[src/sv/smpf_pkg.sv]
`timescale 1ns / 1ps
// ----------------------------------------------------------------------------
// Screen mode pixel fetch - shared definitions
// Geometry, register indexes, mode masks, configuration bundle and the
// screen coordinate transform.
// ----------------------------------------------------------------------------
package smpf_pkg;

    // Geometry: 128x128 pixels, two pixels per byte
    localparam int SCREEN_SIDE = 128;
    localparam int COORD_W     = $clog2(SCREEN_SIDE);
    localparam int STORE_DEPTH = SCREEN_SIDE * SCREEN_SIDE / 2;
    localparam int ADDR_W      = $clog2(STORE_DEPTH);
    localparam int PIX_W       = 4;
    localparam int COLOR_W     = 8;
    localparam int CFG_IDX_W   = 8;
    localparam int CFG_DATA_W  = 64;

    // Register indexes
    localparam logic [CFG_IDX_W-1:0] REG_SCREEN_MODE  = 8'd0;
    localparam logic [CFG_IDX_W-1:0] REG_RAST_CTRL    = 8'd1;
    localparam logic [CFG_IDX_W-1:0] REG_SCR_PAL_LOW  = 8'd2;
    localparam logic [CFG_IDX_W-1:0] REG_SCR_PAL_HIGH = 8'd3;
    localparam logic [CFG_IDX_W-1:0] REG_RST_PAL_LOW  = 8'd4;
    localparam logic [CFG_IDX_W-1:0] REG_RST_PAL_HIGH = 8'd5;
    localparam logic [CFG_IDX_W-1:0] REG_ROW_FLG_LOW  = 8'd6;
    localparam logic [CFG_IDX_W-1:0] REG_ROW_FLG_HIGH = 8'd7;

    // Reset values of the screen palette (identity map)
    localparam logic [63:0] SCR_PAL_LOW_RST  = 64'h0706050403020100;
    localparam logic [63:0] SCR_PAL_HIGH_RST = 64'h0F0E0D0C0B0A0908;

    // Screen mode decode
    localparam logic [7:0] ROT_MASK     = 8'hbc;
    localparam logic [7:0] ROT_CODE     = 8'h84;
    localparam logic [7:0] X_MASK       = 8'hbd;
    localparam logic [7:0] X_MIRROR     = 8'h05;
    localparam logic [7:0] X_STRETCH    = 8'h01;
    localparam logic [7:0] X_FLIP       = 8'h81;
    localparam logic [7:0] Y_MASK       = 8'hbe;
    localparam logic [7:0] Y_MIRROR     = 8'h06;
    localparam logic [7:0] Y_STRETCH    = 8'h02;
    localparam logic [7:0] Y_FLIP       = 8'h82;

    // Raster mode decode
    localparam logic [7:0] RASTER_ALT   = 8'h10;
    localparam logic [7:0] RASTER_GRAD  = 8'h30;
    localparam logic [7:0] RASTER_COLOR = 8'h0f;

    // Item operation codes
    localparam logic OP_WRITE = 1'b0;
    localparam logic OP_READ  = 1'b1;

    // Configuration seen by the color stage
    typedef struct packed {
        logic [7:0]   rast_ctrl;
        logic [127:0] scr_pal;
        logic [127:0] raster_palette;
        logic [127:0] row_flags;
    } smpf_cfg_t;

    typedef struct packed {
        logic [COORD_W-1:0] x;
        logic [COORD_W-1:0] y;
    } smpf_coord_t;

    // Axis mapping helpers
    function automatic logic [COORD_W-1:0] axis_map(
        input logic [COORD_W-1:0] v,
        input logic [7:0]         sel,
        input logic [7:0]         mirror_code,
        input logic [7:0]         stretch_code,
        input logic [7:0]         flip_code
    );
        logic [COORD_W-1:0] r;
        r = v;
        if (sel == mirror_code)
        begin
            r = v[COORD_W-1] ? ~v : v;          // min(v, max - v)
        end
        else if (sel == stretch_code)
        begin
            r = v >> 1;
        end
        else if (sel == flip_code)
        begin
            r = ~v;
        end
        return r;
    endfunction

    // Screen mode coordinate transform
    function automatic smpf_coord_t coord_map(
        input logic [7:0]         mode,
        input logic [COORD_W-1:0] x_in,
        input logic [COORD_W-1:0] y_in
    );
        smpf_coord_t c;
        c.x = x_in;
        c.y = y_in;
        if ((mode & ROT_MASK) == ROT_CODE)
        begin
            if (mode[0])
            begin
                c.x = y_in;
                c.y = x_in;
            end
            if (mode[1])
            begin
                c.x = ~c.x;
            end
            // bit 1 of (mode + 1)
            if (mode[1] ^ mode[0])
            begin
                c.y = ~c.y;
            end
        end
        else
        begin
            c.x = axis_map(x_in, mode & X_MASK, X_MIRROR, X_STRETCH, X_FLIP);
            c.y = axis_map(y_in, mode & Y_MASK, Y_MIRROR, Y_STRETCH, Y_FLIP);
        end
        return c;
    endfunction

endpackage

[src/sv/smpf_color.sv]
`timescale 1ns / 1ps
// ----------------------------------------------------------------------------
// Screen mode pixel fetch - color stage
// Picks the nibble out of the fetched byte and applies the raster mode or
// the screen palette to produce the final palette index.
// ----------------------------------------------------------------------------
module smpf_color (
    input  smpf_pkg::smpf_cfg_t                cfg,
    input  logic [7:0]                         byte_in,
    input  logic                               odd_x,
    input  logic [smpf_pkg::COORD_W-1:0]       row,
    output logic [smpf_pkg::COLOR_W-1:0]       color
);

    logic [smpf_pkg::PIX_W-1:0] nib;
    logic                       flag;
    logic [smpf_pkg::PIX_W-1:0] grad_idx;
    logic                       alt_hit;
    logic                       grad_hit;

    // Nibble, row flag and gradient entry
    always_comb
    begin
        nib      = odd_x ? byte_in[7:4] : byte_in[3:0];
        flag     = cfg.row_flags[row];
        grad_idx = row[smpf_pkg::COORD_W-1:3] + {3'd0, flag};
        alt_hit  = (cfg.rast_ctrl == smpf_pkg::RASTER_ALT) && flag;
        grad_hit = ((cfg.rast_ctrl & smpf_pkg::RASTER_GRAD) == smpf_pkg::RASTER_GRAD)
                   && ((cfg.rast_ctrl & smpf_pkg::RASTER_COLOR) == {4'd0, nib});
    end

    // Palette select; raster colors bypass the screen palette
    always_comb
    begin
        if (alt_hit)
        begin
            color = cfg.raster_palette[nib*8 +: 8];
        end
        else if (grad_hit)
        begin
            color = cfg.raster_palette[grad_idx*8 +: 8];
        end
        else
        begin
            color = cfg.scr_pal[nib*8 +: 8];
        end
    end

endmodule
[config.mk]
export PLATFORM = sky130hd
export DESIGN_NAME = smpf_color
export DESIGN_NICKNAME = d
export VERILOG_FILES = /design/src/sv/smpf_pkg.sv /design/src/sv/smpf_color.sv
export SDC_FILE = /design/constraint.sdc
export NUM_CORES = 1
export LEC_CHECK = 0
export BUFFER_PORTS_ARGS = -buffer_cell sky130_fd_sc_hd__buf_2
export CAP_MARGIN = 20
export CELL_PAD_IN_SITES_DETAIL_PLACEMENT = 1
export CELL_PAD_IN_SITES_GLOBAL_PLACEMENT = 2
export CORE_AREA = 2 2 161 163
export DETAILED_ROUTE_END_ITERATION = 8
export DIE_AREA = 0 0 163 165
export GPL_ROUTABILITY_DRIVEN = 0
export GPL_TIMING_DRIVEN = 0
export PLACE_DENSITY = 0.75
export SLEW_MARGIN = 20
export SYNTH_ARGS = -nofsm -noshare
export SYNTH_HDL_FRONTEND = slang
export SYNTH_SLANG_ARGS = --single-unit
[constraint.sdc]
create_clock -name vclk -period 11.35
set_input_delay 1.135 -clock vclk [all_inputs]
set_output_delay 1.135 -clock vclk [all_outputs]
set_load 0.01 [all_outputs]
Word-level counts from Yosys, hierarchy flattened

Cells that the tools add are included.

Flip-flop bits (word level): 0
Bits of input ports: 408
Output and inout bits: 8

Magnitude comparators: 1
Mux-type cells: 5
Add/sub/neg operators: 1
Eq/ne operators: 3
Reduce and logical (&&, ||, !) cells: 2
Shift operators: 3

Operators by type and width:

| operator             | count |
|---|---|
| $shiftx A128 B8 Y8   | 3 |
| $mux W8              | 2 |
| $eq A8 B5 Y1 const B | 1 |
| $lt A7 B8 Y1 const B | 1 |
| $bmux W1 S7          | 1 |
| $add A4 B1 Y4        | 1 |
| $eq A4 B4 Y1         | 1 |
| $mux W4              | 1 |
| $eq A2 B2 Y1 const B | 1 |
| $logic_and A1 B1 Y1  | 2 |
| $mux W1              | 1 |

Logic depth before layout (Yosys ltp)

Gate-level depths: netlist of run 1.

Depth after elaboration: 6
Mapped depth: 17
Gate-level depth less buffers: 12

Least setup slack after synthesis of run 1

OpenSTA, ideal clock, no wires.

Path type: input port to output port
From: input row[0] in the netlist's numbering
To: output color[0] in the netlist's numbering
Path buffers: 4
Data arrival time: 4.969 ns
Stages: 15
Path slack: 5.246 ns
Path through: buf_6 buf_8 mux4_2 mux2i_1 nor2_1 a311oi_1 a32oi_2 and2_1 ha_1 clkbuf_1 buf_1 mux4_2 mux4_2 mux2i_1 mux2i_1

Cells in the longest elaborated chain, start to end: 6

RTL lines:

| item                            | RTL line         | RTL |
|---|---|---|
| start: declaration              | smpf_color.sv:11 | `input logic [smpf_pkg::COORD_W-1:0] row,` |
| $bmux W1 S7 *                   | smpf_color.sv:25 | `flag = cfg.row_flags[row];` |
| $mux W1 (not written as such) * | smpf_color.sv:25 |  |
| $add A4 B1 Y4                   | smpf_color.sv:26 | `grad_idx = row[smpf_pkg::COORD_W-1:3] + {3'd0, flag};` |
| $shiftx A128 B8 Y8              | smpf_color.sv:41 | `color = cfg.raster_palette[grad_idx*8 +: 8];` |
| $mux W8                         | smpf_color.sv:39 | `else if (grad_hit)` |
| $mux W8 *                       | smpf_color.sv:35 | `if (alt_hit)` |
| end: declaration                | smpf_color.sv:12 | `output logic [smpf_pkg::COLOR_W-1:0] color` |

Every way passes the cells marked *; elsewhere a longest branch is shown, timed or not. The select of a mux whose other input is x is not followed.

Worst setup path in the final report of run 1

From: input row[2] in the netlist's numbering
To: output color[7] in the netlist's numbering

Same word-level chain as after synthesis.

==> results of run 1 <==
-- cell usage after synthesis, types with 2 or more instances --
| library cell | count | share of area |
|---|---|---|
| a2111oi_0 | 3 | 0.0058 |
| a211oi_1 | 14 | 0.023 |
| a21oi_1 | 6 | 0.0066 |
| a311oi_1 | 3 | 0.0058 |
| a31oi_1 | 8 | 0.011 |
| and2_1 | 8 | 0.011 |
| buf_1 | 7 | 0.0058 |
| buf_12 | 2 | 0.0088 |
| buf_2 | 11 | 0.012 |
| buf_6 | 2 | 0.0050 |
| clkbuf_1 | 20 | 0.017 |
| ha_1 | 2 | 0.0055 |
| mux2_2 | 9 | 0.022 |
| mux2i_1 | 38 | 0.084 |
| mux4_1 | 8 | 0.046 |
| mux4_2 | 115 | 0.57 |
| nand2_1 | 62 | 0.051 |
| nand2b_1 | 6 | 0.0083 |
| nand3_1 | 13 | 0.014 |
| nor2_1 | 6 | 0.0050 |
| nor2b_1 | 9 | 0.012 |
| nor4_1 | 2 | 0.0028 |
| o21ai_0 | 10 | 0.011 |
| o22ai_1 | 4 | 0.0055 |
| xnor2_1 | 4 | 0.0077 |
| xor2_1 | 2 | 0.0039 |
-- placed cells by master (no fill, tap or decap), types with 8 or more instances in the layout --
cell / n
buf_2: 425
mux4_2: 115
nand2_1: 62
mux2i_1: 38
clkbuf_1: 20
a211oi_1: 14
nand3_1: 13
o21ai_0: 10
nor2b_1: 9
mux2_2: 9
and2_1: 8
a31oi_1: 8
mux4_1: 8
-- report_power, final --
group / internal (mW) / leakage [nW] / switching (mW) / total, mW
combinational: 0.209 / 3.27 / 0.179 / 0.388
sequential: 0 / 0 / 0 / 0
clock: 0.0000000236 / 0.0000127 / 0 / 0.0000000236
-- critical path: stages --
cell and delay (ns):
buf_2 0.16, clkbuf_1 0.52, mux4_2 0.40, mux2i_1 0.27, nor2_1 0.08, a311oi_1 0.33, a32oi_2 0.21, and2_1 0.20
ha_1 0.27, clkbuf_1 0.25, buf_1 0.80, mux4_2 0.64, mux4_2 0.49, mux2i_1 0.13, mux2i_1 0.11, buf_2 0.17
-- cell type report --
type / count / area share
timing repair buffer: 415 / 0.2949
buffer: 44 / 0.03436
multi-input combinational: 347 / 0.6111
inverter: 1 / 0.0005313
antenna: 2 / 0.0007085
tap: 330 / 0.05845
-- path summary, 6_finish.rpt --
check                 endpoint      from  cells after the start  slack [ns]
worst max-delay path  color[7]    row[2]                     16        4.02
worst min-delay path  color[1]  cfg[390]                      5        2.91
-- metrics by stage --
step | instances | power [mW] | setup slack, ns
CTS | 1137 | 0.3935 | 3.904
global placement | 1136 | 0.3869 | 3.941
global route | 1139 | 0.4179 | 3.692
detailed placement | 1137 | 0.3927 | 3.924
floorplan | 392 | 0.2303 | 5.246
finish | 1139 | 0.3877 | 4.017
-- cells by family after synthesis --
group	Yosys count	synth area share
xor gates and xnor gates	6	0.01156
adders and majority gates	2	0.005503
muxes	170	0.7218
and+or+nand+nor	113	0.1186
AOI/OAI and AO/OA	56	0.08861
buffers and inverters	45	0.05393
-- routing by layer --
metal / part of all wire / vias up / wire (um)
met3: 0.068 / 15 / 1855
met4: 0.011 / 2 / 315
met5: 0.00047 / - / 13
met2: 0.51 / 294 / 13890
met1: 0.41 / 2827 / 11340
li1: - / 2529 / -
==> impl_metrics.ini, run 1 <==
[timing]
grt_setup_unrepaired = no
fin_crit_ns = 7.333
setup_tns_ns = 0
max_slew_margin = 0.3164
slew_violations = 0
fin_crit_sh = 0.6461
hold_slack_ns = 2.909
hold_viol_final = 0
setup_violations = 0
fmax_mhz = 136.4
tightest_slew_ns = 1.025

[route]
wl_um = 27420
drc_errors = 0
num_vias = 5667
routed_via_density = 4.975
drtIter0Drc = 260
firstDrtPassIters = 5
drtAntennaViolNets = 0
wire_per_inst_um = 24.07

[critical_path]
worstPathMaxFanout = 10
crit_required_ns = 10.22
cp.arrival_ns = 6.20
worstSetupPathType = in2out
cp-end-kind = primary output
startpoint_type = input pin

[global_route]
grt_pass1_vias = 6126
grt_max_degree = 11
grtUsageTotal = 0.1916
grtUsageMet1 = 0.2470
antenna_found_initial = 3
use_met2 = 0.3502
grt_pass1_wl_um = 38260
grt_util_met3 = 0.02260
busiest_layer = met2
grt-ovfl-total = 0

[layout]
multi_input_area_mm2 = 0.004317
drive_gt1_frac = 0.7001
seq_cells = 0
ff_latch_area_um2 = 0
fillerInstances = 3031
fin_nets = 1219
area_growth_syn_to_layout_pct = 55.37
nClkBuffers = 0
final_util = 0.2822
design_area_mm2 = 0.007064

[power]
ir_drop_uv = 19.70
leakagePower_nw = 3.270
p_per_area_mw_per_mm2 = 54.88

[cts]
ctsHoldBuffers = 0
cts.repair.resized = 0
cts_setup_buffers = 0

[floorplan]
dieArea_mm2 = 0.02690
io_pins = 416
start_util = 0.1816
coreArea_mm2 = 0.02504
fp-row-count = 58
fp.dieW_um = 163
die_h_um = 165

[run_status]
status = completed

[placed_design]
post_dp_cell_area_mm2 = 0.007058
hpwl_um = 24060
io_buffers = 414

[logic_synthesis]
ys_types = 44
avgSynthCellArea_um2 = 11.60
synth_nets = 802
synth_area_mm2 = 0.004547
ys_warn_count = 0
ys_seq_area_frac = 0
syn_inst = 392

[job]
maxCapViolations = 0

[hold_path]
min_path_type = in2out
Note: power is estimated with default switching activity, not from simulation.
==> run 2: changes to the inputs <==
--- a/config.mk
+++ b/config.mk
@@ -9,12 +9,12 @@
 export CAP_MARGIN = 20
 export CELL_PAD_IN_SITES_DETAIL_PLACEMENT = 1
 export CELL_PAD_IN_SITES_GLOBAL_PLACEMENT = 2
-export CORE_AREA = 2 2 161 163
+export CORE_AREA = 2 2 163 165
 export DETAILED_ROUTE_END_ITERATION = 8
-export DIE_AREA = 0 0 163 165
+export DIE_AREA = 0 0 165 167
 export GPL_ROUTABILITY_DRIVEN = 0
 export GPL_TIMING_DRIVEN = 0
-export PLACE_DENSITY = 0.75
+export PLACE_DENSITY = 0.76
 export SLEW_MARGIN = 20
 export SYNTH_ARGS = -nofsm -noshare
 export SYNTH_HDL_FRONTEND = slang
==> constraint.sdc (replaced) <==
create_clock -name vclk -period 6.19
set_input_delay 0.619 -clock vclk [all_inputs]
set_output_delay 0.619 -clock vclk [all_outputs]
set_load 0.01 [all_outputs]
==> run 2 against run 1 <==
Net effect: total power is 82% higher; core utilization is 0.72 points lower; global-route usage shrank 0.54 points; largest power group unchanged; clock-buffer cell count unchanged; flip-flop and latch count did not move; highest routed layer is now met4; sequential share of layout area unchanged; design area increased by 0.27%; setup slack got worse by 3.9 ns; die area up 2.5%; via count fell by 0.58%.
==> impl_metrics.ini, run 2 (synthesized netlist as in run 1, its figures left out) <==
[route]
routed_via_density = 4.929
firstDrtPassIters = 4
wl_um = 27180
drc_errors = 0
drtAntennaViolNets = 0
drtIter0Drc = 246
wire_per_inst_um = 23.78
num_vias = 5634

[floorplan]
dieArea_mm2 = 0.02756
coreArea_mm2 = 0.02576
fp-row-count = 59
die_h_um = 167
start_util = 0.1765
io_pins = 416
fp.dieW_um = 165

[layout]
area_growth_syn_to_layout_pct = 55.78
design_area_mm2 = 0.007083
drive_gt1_frac = 0.7038
final_cell_mix = buf_2 (426), mux4_2 (115), nand2_1 (62)
fin_nets = 1219
final_util = 0.2749
nClkBuffers = 0
ff_latch_area_um2 = 0
layout_commonest_cell = buf_2
fillerInstances = 3113
seq_cells = 0

[power]
p_sw_mw = 0.3223
clock_power_share = 0
ir_drop_uv = 41.48
swShare = 0.4557
power_mw = 0.7073
combPwrFrac = 1.000
p_int_mw = 0.3850
p_per_area_mw_per_mm2 = 99.86
seqPwrFrac = 0
leakagePower_nw = 3.280

[timing]
tightest_slew_ns = 0.8781
fin_crit_ns = 6.031
fmax_mhz = 165.8
setup_violations = 0
max_slew_margin = 0.4129
hold_slack_ns = 1.841
fin_ws_ns = 0.1589
hold_viol_final = 0
fin_crit_sh = 0.9743
grt_setup_unrepaired = no
slew_violations = 0

[critical_path]
startpoint_type = input pin
worstPathMaxFanout = 10
crit_required_ns = 5.57
cp-end-kind = primary output
worstSetupPathType = in2out
cp.arrival_ns = 5.41

[placed_design]
io_buffers = 414
hpwl_um = 23900
post_dp_cell_area_mm2 = 0.007064
place_ws_ns = -0.1787

[global_route]
grt-ovfl-total = 0
grt_max_degree = 11
grt_pass1_wl_um = 38220
grtUsageTotal = 0.1862
antenna_found_initial = 1
grt_pass1_vias = 6214

[cts]
cts_setup_buffers = 0
cts.repair.resized = 6
ctsHoldBuffers = 0

[run_status]
status = completed

[job]
maxCapViolations = 0

[hold_path]
min_path_cells = 5
min_path_type = in2out
run 2: path summary, 6_finish.rpt:
kind | slack, ns | start | end
max | 0.16 | row[0] | color[0]
min | 1.84 | cfg[390] | color[5]
run 2: power groups by stage:
stage	Sequential [mW]	Clock (mW)	Combinational [mW]
2_1_floorplan	0	0	0.422
3_3_place_gp	0	0	0.703
3_5_place_dp	0	0	0.711
4_1_cts	0	0	0.718
5_1_grt	0	0.0000000217	0.766
6_report	0	0.0000000217	0.707
run 2: final cells by class:
type,instances,area [um^2],share of cell area
Buffer,44,257.7,0.03639
Multi-Input combinational cell,347,4317,0.6094
Antenna cell,1,2.502,0.0003533
Inverter,1,3.754,0.0005299
Tap cell,335,419.2,0.05918
Timing Repair Buffer,415,2083,0.2941
run 2: stage by stage:
step | setup TNS (ns) | instances
3_3_place_gp | -0.3158 | 1141
6_report | 0 | 1143
4_1_cts | 0 | 1142
2_1_floorplan | 0 | 392
3_5_place_dp | -0.3608 | 1142
5_1_grt | 0 | 1143
run 2: per-layer routing:
| metal | vias to the layer above | GRT usage | share of wire |
|---|---|---|---|
| met5 | - | 0 | 0 |
| met1 | 2838 | 0.2424 | 0.42 |
| met2 | 247 | 0.3375 | 0.51 |
| li1 | 2535 | - | - |
| met3 | 14 | 0.02117 | 0.061 |
| met4 | 0 | 0.02193 | 0.011 |
run 2: critical path, cell delays in order:
cell and delay, ns:
buf_2 0.15, buf_6 0.21, buf_8 0.18, mux4_2 0.50, mux2i_1 0.24, nor2_1 0.07
a311oi_1 0.31, a32oi_2 0.20, and2_1 0.20, ha_1 0.20, ha_1 0.40, clkbuf_1 0.64
mux4_2 0.48, mux4_2 0.51, mux2i_1 0.14, mux2i_1 0.14, buf_2 0.19
